===== config.mk =====
export PLATFORM = sky130hd
export DESIGN_NAME = radio_neighbor_table_core_flat
export DESIGN_NICKNAME = d
export VERILOG_FILES = /design/src/rtl/rnt_pkg.sv /design/src/rtl/rnt_if.sv /design/src/rtl/rnt_cell.sv /design/src/rtl/radio_neighbor_table_core.sv /design/src/flat_wrapper.sv
export SDC_FILE = /design/constraint.sdc
export NUM_CORES = 1
export LEC_CHECK = 0
export BUFFER_PORTS_ARGS = -buffer_cell sky130_fd_sc_hd__buf_2
export CORE_MARGIN = 2
export CORE_UTILIZATION = 25
export DETAILED_ROUTE_END_ITERATION = 10
export GPL_TIMING_DRIVEN = 0
export PLACE_DENSITY = 0.52
export SYNTH_ARGS = -nofsm -noshare
export SYNTH_HDL_FRONTEND = slang
export SYNTH_HIERARCHICAL = 1
export SYNTH_SLANG_ARGS = --single-unit

===== constraint.sdc =====
create_clock -name clk_i -period 2.04 [get_ports clk_i]
set_input_delay 0.204 -clock clk_i [delete_from_list [all_inputs] [get_ports clk_i]]
set_output_delay 0.204 -clock clk_i [all_outputs]
set_load 0.02 [all_outputs]

===== src/rtl/rnt_pkg.sv =====
// Package for the radio neighbor table: codes, entry record, item types.
// No dependencies.
package rnt_pkg;

  localparam int MacW = 48;
  localparam int TimeW = 32;
  localparam int CfgW = 32;

  localparam logic [2:0] FUNC_TOUCH  = 3'd0;
  localparam logic [2:0] FUNC_USED   = 3'd1;
  localparam logic [2:0] FUNC_FAIL   = 3'd2;
  localparam logic [2:0] FUNC_EXPIRE = 3'd3;
  localparam logic [2:0] FUNC_COUNT  = 3'd4;
  localparam logic [2:0] FUNC_LOOKUP = 3'd5;

  localparam logic [1:0] ST_OK       = 2'd0;
  localparam logic [1:0] ST_BAD_ARG  = 2'd1;
  localparam logic [1:0] ST_FULL     = 2'd2;
  localparam logic [1:0] ST_NOTFOUND = 2'd3;

  localparam logic CFG_FAIL_THRESHOLD = 1'b0;
  localparam logic CFG_TIMEOUT_MS     = 1'b1;

  localparam logic [7:0] FAIL_MAX = 8'd255;

  typedef struct packed {
    logic [MacW-1:0]  mac;
    logic signed [7:0] sig_avg;
    logic signed [7:0] sig_last;
    logic [TimeW-1:0] seen;
    logic [TimeW-1:0] used;
    logic [7:0]       failures;
    logic             active;
  } entry_t;

  typedef struct packed {
    logic [2:0]        func;
    logic [MacW-1:0]   mac;
    logic signed [7:0] rssi;
    logic [TimeW-1:0]  now_ms;
  } req_t;

  typedef struct packed {
    logic [1:0]        status;
    logic [4:0]        number;
    logic signed [7:0] sig_avg;
    logic signed [7:0] sig_last;
    logic [7:0]        fail_count;
    logic              active;
    logic [TimeW-1:0]  heard_ms;
    logic [TimeW-1:0]  fwd_ms;
  } rsp_t;

  function automatic logic signed [7:0] smooth(input logic signed [7:0] avg,
                                               input logic signed [7:0] x);
    logic signed [10:0] s;
    logic signed [10:0] q;
    begin
      s = 11'(avg) * 11'sd3 + 11'(x);
      q = (s < 0) ? -((-s) >>> 2) : (s >>> 2);
      return q[7:0];
    end
  endfunction

endpackage


===== src/rtl/rnt_if.sv =====
// Valid/ready channel carrying one payload.
// Depends on nothing; the payload type is a parameter.
interface rnt_if #(parameter type T = logic) ();
  logic valid;
  logic ready;
  T     data;
  modport source (output valid, output data, input ready);
  modport sink (input valid, input data, output ready);
endinterface


===== src/rtl/rnt_cell.sv =====
// One table slot of the circular row: holds an entry and passes it onward.
// Depends on rnt_pkg.
module rnt_cell (
  input  logic             clk_i,
  input  logic             step_i,
  input  rnt_pkg::entry_t  prev_i,
  output rnt_pkg::entry_t  entry_o
);
  import rnt_pkg::*;
  entry_t entry_q;
  always_ff @(posedge clk_i) begin
    if (step_i) begin
      entry_q <= prev_i;
    end
  end
  assign entry_o = entry_q;
endmodule


===== src/rtl/radio_neighbor_table_core.sv =====
// Radio neighbor table top level: control sequencer over a rotating row of cells.
// Depends on rnt_pkg, rnt_if, rnt_cell.
//
// channel   dir  payload
// req       in   func, mac, rssi, now_ms
// rsp       out  status, number, entry fields of lookup
// cfg       in   cfg_we_i, cfg_idx_i, cfg_data_i
//
// The row rotates once through the head cell, one entry a cycle matched, updated,
// counted or dropped; the scan then goes to the done state, which loads the result
// into the output register. Expire first passes through an align state that
// rotates survivors into place.
// Reset clears the count and control; the entries hold no reset.
// A result waits in the output register; the next item is taken once it leaves.
module radio_neighbor_table_core #(
  parameter int ENTRIES = 16
) (
  input  logic clk_i,
  input  logic rst_ni,
  input  logic cfg_we_i,
  input  logic cfg_idx_i,
  input  logic [rnt_pkg::CfgW-1:0] cfg_data_i,
  rnt_if.sink   req,
  rnt_if.source rsp
);
  import rnt_pkg::*;

  localparam int CntW = $clog2(ENTRIES + 1);

  localparam logic [1:0] S_IDLE  = 2'd0;
  localparam logic [1:0] S_SCAN  = 2'd1;
  localparam logic [1:0] S_DONE  = 2'd2;
  localparam logic [1:0] S_ALIGN = 2'd3;

  logic [7:0]       thr_q;
  logic [TimeW-1:0] tmo_q;
  logic [1:0]       state_q, state_d;
  logic [CntW-1:0]  count_q, count_d;
  logic [CntW-1:0]  pos_q, pos_d;
  logic [CntW-1:0]  keep_q, keep_d;
  logic [4:0]       num_q, num_d;
  logic             found_q, found_d;
  req_t             req_q;
  entry_t           hit_q, hit_d;
  rsp_t             rsp_q, rsp_d;
  logic             rsp_valid_q;

  entry_t cell_in [ENTRIES];
  entry_t cell_out [ENTRIES];
  logic [ENTRIES-1:0] cell_step;
  logic   step;
  entry_t head, head_new;
  logic   live, match, expired, drop;
  logic [TimeW-1:0] age;
  logic [CntW-1:0]  rem;

  assign req.ready = (state_q == S_IDLE) && !rsp_valid_q;
  assign rem = count_q - keep_q;
  assign step = (state_q == S_SCAN) || ((state_q == S_ALIGN) && (pos_q != rem));

  // Drop at the head: cells from the scan position up advance, the rest hold.
  for (genvar g = 0; g < ENTRIES; g++) begin : g_cell
    assign cell_step[g] = step && (!drop || (CntW'(g) >= pos_q));
    rnt_cell u_cell (.clk_i(clk_i), .step_i(cell_step[g]), .prev_i(cell_in[g]),
                     .entry_o(cell_out[g]));
    if (g > 0) begin : g_link
      assign cell_in[g] = cell_out[g-1];
    end
  end
  assign head = cell_out[ENTRIES-1];
  assign cell_in[0] = head_new;

  always_comb begin
    live = pos_q < count_q;
    match = live && (req_q.mac != '0) && (head.mac == req_q.mac);
    age = req_q.now_ms - head.seen;
    expired = age > tmo_q;
    drop = (state_q == S_SCAN) && (req_q.func == FUNC_EXPIRE) && live && expired;
    head_new = head;
    state_d = state_q;
    count_d = count_q;
    pos_d = pos_q;
    keep_d = keep_q;
    num_d = num_q;
    found_d = found_q;
    hit_d = hit_q;
    case (state_q)
      S_IDLE: begin
        if (req.valid && req.ready) begin
          state_d = S_SCAN;
          pos_d = '0;
          keep_d = '0;
          num_d = '0;
          found_d = 1'b0;
        end
      end
      S_SCAN: begin
        pos_d = pos_q + 1'b1;
        if (pos_q == CntW'(ENTRIES - 1)) begin
          pos_d = '0;
          state_d = (req_q.func == FUNC_EXPIRE) ? S_ALIGN : S_DONE;
        end
        if (!live && pos_q == count_q && req_q.func == FUNC_TOUCH && !found_q
            && req_q.mac != '0) begin
          head_new.mac = req_q.mac;
          head_new.sig_avg = req_q.rssi;
          head_new.sig_last = req_q.rssi;
          head_new.seen = req_q.now_ms;
          head_new.used = req_q.now_ms;
          head_new.failures = '0;
          head_new.active = 1'b1;
        end
        if (match) begin
          found_d = 1'b1;
          hit_d = head;
        end
        case (req_q.func)
          FUNC_TOUCH: if (match) begin
            head_new.sig_avg = head.active ? smooth(head.sig_avg, req_q.rssi)
                                           : req_q.rssi;
            head_new.sig_last = req_q.rssi;
            head_new.seen = req_q.now_ms;
            head_new.failures = '0;
            head_new.active = 1'b1;
          end
          FUNC_USED: if (match) begin
            head_new.used = req_q.now_ms;
          end
          FUNC_FAIL: if (match) begin
            if (head.failures != FAIL_MAX) begin
              head_new.failures = head.failures + 8'd1;
            end
            if (head_new.failures >= thr_q) begin
              head_new.active = 1'b0;
            end
          end
          FUNC_EXPIRE: if (live) begin
            if (expired) begin
              num_d = num_q + 5'd1;
            end else begin
              keep_d = keep_q + 1'b1;
            end
          end
          FUNC_COUNT: if (live && head.active) begin
            num_d = num_q + 5'd1;
          end
          default: ;
        endcase
      end
      S_ALIGN: begin
        if (pos_q == rem) begin
          state_d = S_DONE;
        end else begin
          pos_d = pos_q + 1'b1;
        end
      end
      S_DONE: begin
        state_d = S_IDLE;
        if (req_q.func == FUNC_TOUCH && !found_q && req_q.mac != '0
            && count_q < CntW'(ENTRIES)) begin
          count_d = count_q + 1'b1;
        end
        if (req_q.func == FUNC_EXPIRE) begin
          count_d = keep_q;
        end
      end
      default: state_d = S_IDLE;
    endcase
  end

  always_comb begin
    rsp_d = '0;
    case (req_q.func)
      FUNC_TOUCH: begin
        if (req_q.mac == '0) rsp_d.status = ST_BAD_ARG;
        else if (!found_q && count_q >= CntW'(ENTRIES)) rsp_d.status = ST_FULL;
      end
      FUNC_USED, FUNC_FAIL: if (!found_q) rsp_d.status = ST_NOTFOUND;
      FUNC_EXPIRE, FUNC_COUNT: rsp_d.number = num_q;
      FUNC_LOOKUP: begin
        if (!found_q) begin
          rsp_d.status = ST_NOTFOUND;
        end else begin
          rsp_d.sig_avg = hit_q.sig_avg;
          rsp_d.sig_last = hit_q.sig_last;
          rsp_d.fail_count = hit_q.failures;
          rsp_d.active = hit_q.active;
          rsp_d.heard_ms = hit_q.seen;
          rsp_d.fwd_ms = hit_q.used;
        end
      end
      default: rsp_d.status = ST_BAD_ARG;
    endcase
  end

  always_ff @(posedge clk_i or negedge rst_ni) begin
    if (!rst_ni) begin
      state_q <= S_IDLE;
      count_q <= '0;
      thr_q <= 8'd3;
      tmo_q <= 32'd10000;
      rsp_valid_q <= 1'b0;
      pos_q <= '0;
      keep_q <= '0;
      num_q <= '0;
      found_q <= 1'b0;
    end else begin
      state_q <= state_d;
      count_q <= count_d;
      pos_q <= pos_d;
      keep_q <= keep_d;
      num_q <= num_d;
      found_q <= found_d;
      if (cfg_we_i) begin
        if (cfg_idx_i == CFG_FAIL_THRESHOLD) thr_q <= cfg_data_i[7:0];
        else tmo_q <= cfg_data_i[TimeW-1:0];
      end
      if (state_q == S_DONE) begin
        rsp_valid_q <= 1'b1;
      end else if (rsp.valid && rsp.ready) begin
        rsp_valid_q <= 1'b0;
      end
    end
  end

  always_ff @(posedge clk_i) begin
    hit_q <= hit_d;
    if (req.valid && req.ready) begin
      req_q <= req.data;
    end
    if (state_q == S_DONE) begin
      rsp_q <= rsp_d;
    end
  end

  assign rsp.valid = rsp_valid_q;
  assign rsp.data = rsp_q;

  a_count_range: assert property (@(posedge clk_i) disable iff (!rst_ni)
    count_q <= CntW'(ENTRIES)) else $error("entry count above depth");
  a_no_take_busy: assert property (@(posedge clk_i) disable iff (!rst_ni)
    (state_q != S_IDLE) |-> !req.ready) else $error("accept while busy");
  a_done_valid: assert property (@(posedge clk_i) disable iff (!rst_ni)
    (state_q == S_DONE) |=> rsp.valid) else $error("result lost");
endmodule

===== src/flat_wrapper.sv =====
// flat-port wrapper written by rule: the top's interface ports become plain ports
module radio_neighbor_table_core_flat import rnt_pkg::*;
#(
  parameter int ENTRIES = 16
)
  (clk_i, rst_ni, cfg_we_i, cfg_idx_i, cfg_data_i, req_valid, req_data, req_ready, rsp_valid, rsp_data, rsp_ready);
  rnt_if req_i ();
  rnt_if rsp_i ();
  input  logic clk_i;
  input  logic rst_ni;
  input  logic cfg_we_i;
  input  logic cfg_idx_i;
  input  logic [rnt_pkg::CfgW-1:0] cfg_data_i;
  input wire logic [$bits(req_i.valid)-1:0] req_valid;
  input wire logic [$bits(req_i.data)-1:0] req_data;
  output wire logic [$bits(req_i.ready)-1:0] req_ready;
  output wire logic [$bits(rsp_i.valid)-1:0] rsp_valid;
  output wire logic [$bits(rsp_i.data)-1:0] rsp_data;
  input wire logic [$bits(rsp_i.ready)-1:0] rsp_ready;
  assign req_i.valid = req_valid;
  assign req_i.data = req_data;
  assign req_ready = req_i.ready;
  assign rsp_valid = rsp_i.valid;
  assign rsp_data = rsp_i.data;
  assign rsp_i.ready = rsp_ready;
  radio_neighbor_table_core #(.ENTRIES(ENTRIES)) u_core (.clk_i(clk_i), .rst_ni(rst_ni), .cfg_we_i(cfg_we_i), .cfg_idx_i(cfg_idx_i), .cfg_data_i(cfg_data_i), .req(req_i), .rsp(rsp_i));
endmodule

Word level (Yosys, flattened, before mapping)
Cells that the tools add are included.
{ "op_classes": {"n_mux": 11, "n_eq_ne": 12, "bitwise": 1, "n_reduce_logical": 14, "order_cmp": 2, "n_addsub": 3} }
{ "op_table": {"columns": ["operator", "n"], "rows": [
  ["32-bit > comparator", 1],
  ["1-bit by 32-bit subtractor with 32-bit output", 1],
  ["5-bit 2-to-1 mux", 4],
  ["5-bit one-hot mux with 3 select lines", 1],
  ["2-bit inequality test (second input constant)", 5],
  ["2-bit one-hot mux with 4 select lines", 1],
  ["2-bit 2-to-1 mux", 3],
  ["3-bit AND reduction", 2],
  ["5-bit by 1-bit adder with 5-bit output (second input constant)", 1],
  ["5-bit by 4-bit equality test with 1-bit output (second input constant)", 1],
  ["5-bit equality test", 1],
  ["5-bit by 1-bit less-than comparator with 1-bit output (second input constant)", 1],
  ["5-bit inequality test", 1],
  ["5-bit AND reduction", 1],
  ["1-bit by 5-bit subtractor with 5-bit output (first input constant)", 1],
  ["2-bit equality test (second input constant)", 2],
  ["1-bit logical AND", 4],
  ["2-bit nonzero test", 2],
  ["3-bit nonzero test", 1],
  ["2-bit by 1-bit equality test with 1-bit output (second input constant)", 1],
  ["2-bit logical NOT", 1],
  ["1-bit 2-to-1 mux", 2],
  ["2-bit by 1-bit inequality test with 1-bit output (second input constant)", 1],
  ["2-bit AND reduction", 1],
  ["3 further kinds", 3]
]} }
{ "word_totals": {"output_inout_bits": 3, "input_bits": 39, "reg_bits": 558} }

Depth between registers and ports, before layout
{ "logic_depth": {"word_depth": 5, "ltp_mapped": 7, "ltp_nobuf": 7} }

Worst setup path before layout
Ideal clock, no wire load.
{ "synth_path": {"kind": "reg-to-reg", "from": "reg u_core.pos_q[0]", "to": "reg u_core.pos_q[3]", "arrival_ns": 1.392, "setup_time_ns": 0.096, "slack_ns": 0.552, "path_stages_with_launch": 8, "required_ns": 1.944, "path_cell_list": "dfrtp_1 -> ha_1 -> nand3_1 -> inv_1 -> ha_1 -> nand2b_1 -> o211ai_1 -> o31ai_1"} }
{ "synth_between": {"elab_chain_len": 3, "elab_cells_between_ends": 8, "cone_classes": "1 x add/sub; 3 x eq/ne; 3 x mux; 1 x reduce/logical"} }
{ "synth_rtl": {"columns": ["item", "line", "text"], "rows": [
  ["start: declaration", "radio_neighbor_table_core.sv:39", "logic [CntW-1:0] pos_q, pos_d;"],
  ["start signal: assignment", "radio_neighbor_table_core.sv:210", "pos_q <= pos_d;"],
  ["5-bit by 1-bit adder with 5-bit output, or another cell as far along", "radio_neighbor_table_core.sv:98, radio_neighbor_table_core.sv:154", null],
  ["5-bit 2-to-1 mux, or another cell as far along", "radio_neighbor_table_core.sv:151", "if (pos_q == rem) begin"],
  ["5-bit one-hot mux with 3 select lines or 3-bit AND reduction (tied branches)", null, null]
]} }
Parallel ways exist; a longest one is shown, timed or not. The select of a mux whose other input is x is not followed.
A chain may end at the register's enable or synchronous reset.

Worst setup path after layout
Same ends and word-level chain as after synthesis.

==> impl_metrics.yaml <==
cells_and_area:
  fin_nets: 104
  final_common_cell: "dfrtp_1"
  drive_gt1_frac: 0.203
  design_area_um2: 588
  diodes: 0
  area_delta_synth_final_pct: 18.4
  fin_cells: 86
  final_cell_mix: "dfrtp_1, inv_1, buf_2"
placement:
  placed_area_um2: 556
  hpwlAfterDp_um: 698
  io_buffers: 5
  placedCellCount: 82
  place_congestion: 0.648
floorplan:
  core_area_um2: 1920
  ios: 42
  start_util: 0.258
  die_h_um: 48.6
  dieWidth_um: 48.6
  die_area_um2: 2360
  num_rows: 16
yosys:
  postSynthAreaPerCell_um2: 9.93
  synth_top_area_cell: "dfrtp_1"
  synth_nets: 93
  synth_area_leaders: "dfrtp_1, ha_1, inv_1"
  ys_warn_count: 6
  synth_area_um2: 497
  synth_top_area_share: 0.403
  ys_seq_elements: 8
  yosysSeqAreaShare: 0.403
  synthCells: 50
  ys_types: 27
cts:
  cts-root-buf: "clkbuf_4"
  cts_buffers: 3
  cts_buffer_depth: 2
  htreeDepth: 1
  clk_pin_slew_ps: 60
  insertion_delay_ps: 250
  cts_tree: "done"
  postCtsSetupBuffers: 0
  cts.sinks: 8
setup_path:
  start_kind: "flop"
  path_class: "flop to flop"
  reg2reg_to: "u_core/pos_q[3]$_DFFE_PN0P_"
  crit_required_ps: 2200
  r2r_cells: 7
  rr_startpoint: "u_core/pos_q[0]$_DFFE_PN0P_"
  r2r_slack_ps: 340
  cp-end-kind: "flop"
  worstPathMaxFanout: 4
  cp_data_arrival_time_ps: 1860
min_path:
  worstHoldEndpoint: "u_core/rsp.valid$_DFFE_PN0P_"
  min_path_cells: 2
  min_from: "rsp_ready"
  hold_class: "input pin to flop"
global_routing:
  grtUsageTotal: 0.0904
  grt_max_degree: 11
  gr-total-overflow: 0
  antenna_found_initial: 0
  first_global_vias: 357
  grt_pass1_wl_um: 1590
timing:
  setup_tns_ps: 0
  setup_viol: 0
  holdWs_ps: 131
  fin_crit_sh: 0.832
  final.min_clock_period_ps: 1700
  fin_skew_ps: 7.78
  maxSlewViolCount: 0
  rsz0062_at_grt: "false"
  timing.fmax_mhz: 590
  hold_violations: 0
detailed_routing:
  drc_errors: 0
  wl_per_cell_um: 10.4
  antenna_left: 0
  num_vias: 377
  drtIter0Drc: 6
  drt_pre_antenna_iters: 4
  vias_per_cell: 4.38
  wirelength_um: 895
pwr:
  leakage_nw: 0.261
  irDropWorstVdd_v: 0.000398
  power_density_nw_per_um2: 1270
status:
  status: "complete, no violations"
run:
  cap_viol_max_count: 0
[critical path, stage by stage, from the launching register on]
cell	delay [ps]
dfrtp_1	410
ha_1	240
nand3_1	130
inv_1	60
ha_1	190
nand2b_1	150
o211ai_1	180
o31ai_1	270
[cell usage after synthesis]
| cell type | n |
|---|---|
| dfrtp_1 | 8 |
| o211ai_1 | 2 |
| o22ai_1 | 2 |
| conb_1 | 1 |
| nand2b_1 | 3 |
| buf_4 | 1 |
| a32oi_1 | 1 |
| o21a_1 | 1 |
| nand4b_1 | 1 |
| inv_1 | 6 |
| nand3b_1 | 1 |
| mux2_2 | 1 |
| and2b_1 | 1 |
| nor2b_1 | 2 |
| and2_1 | 1 |
| clkbuf_1 | 1 |
| o221ai_1 | 1 |
| nand3_1 | 2 |
| o211a_1 | 1 |
| or3b_4 | 1 |
| ha_1 | 4 |
| or3b_2 | 1 |
| a22o_1 | 1 |
| nor3b_1 | 1 |
| o31ai_1 | 2 |
| nor3_1 | 1 |
| nand2_1 | 2 |
[worst max path at each step]
stage                                      startpoint                           to  slack (ps)  cells past startpoint
after global routing      u_core/pos_q[0]$_DFFE_PN0P_  u_core/pos_q[3]$_DFFE_PN0P_         190                      7
after global placement    u_core/pos_q[0]$_DFFE_PN0P_  u_core/pos_q[3]$_DFFE_PN0P_         350                      7
final                     u_core/pos_q[0]$_DFFE_PN0P_  u_core/pos_q[3]$_DFFE_PN0P_         340                      7
after floorplan           u_core/pos_q[0]$_DFFE_PN0P_  u_core/pos_q[3]$_DFFE_PN0P_         550                      7
after CTS                 u_core/pos_q[0]$_DFFE_PN0P_  u_core/pos_q[3]$_DFFE_PN0P_         330                      7
after detailed placement  u_core/pos_q[0]$_DFFE_PN0P_  u_core/pos_q[3]$_DFFE_PN0P_         340                      7
[logic make-up after synthesis]
kind of cell	count (synthesis)	share of synthesized area
adders and majority gates	4	0.101
and+or+nand+nor	17	0.224
muxes	1	0.0227
DFF	8	0.403
AOI/OAI and AO/OA	11	0.174
buffers and inverters	8	0.0680
other	1	0.00755
[flip-flops by register name, indices dropped and copies added (netlist names)]
register	count
u_core/pos_q	5
u_core/state_q	2
u_core/rsp.valid	1
[stage by stage]
stage,setup slack (ps),power [mW],util
2_1_floorplan,552,0.548,-
3_3_place_gp,350,0.621,0.289
3_5_place_dp,337,0.632,0.289
4_1_cts,329,0.759,0.306
5_1_grt,192,0.827,0.306
6_report,344,0.748,0.306
[cell type report]
| class | count | area (µm²) |
|---|---|---|
| Buffer | 2 | 11.3 |
| Clock buffer | 3 | 22.5 |
| Fill cell | 211 | 1330 |
| Inverter | 6 | 22.5 |
| Multi-Input combinational cell | 34 | 263 |
| Sequential cell | 8 | 200 |
| Tap cell | 27 | 33.8 |
| Timing Repair Buffer | 6 | 35.0 |
[layer usage]
| layer | GRT usage | wire [µm] | up-vias | share of wire |
|---|---|---|---|---|
| li1 | - | - | 196 | - |
| met1 | 0.118 | 447 | 171 | 0.50 |
| met2 | 0.130 | 389 | 8 | 0.43 |
| met3 | 0.0463 | 45 | 2 | 0.050 |
| met4 | 0.0286 | 12 | 0 | 0.013 |
| met5 | 0 | 0 | - | 0 |
[report_power, final]
part,switching (mW),internal (mW)
logic,0.167,0.169
registers,0.0693,0.221
clock network,0.0539,0.0673
[repair_timing]
action                                 in CTS  in global routing
hold buffers                                1                  0
endpoints found under the hold margin       8                  0
resized for setup                           0                  0
Note: power is estimated with default switching activity, not from simulation.
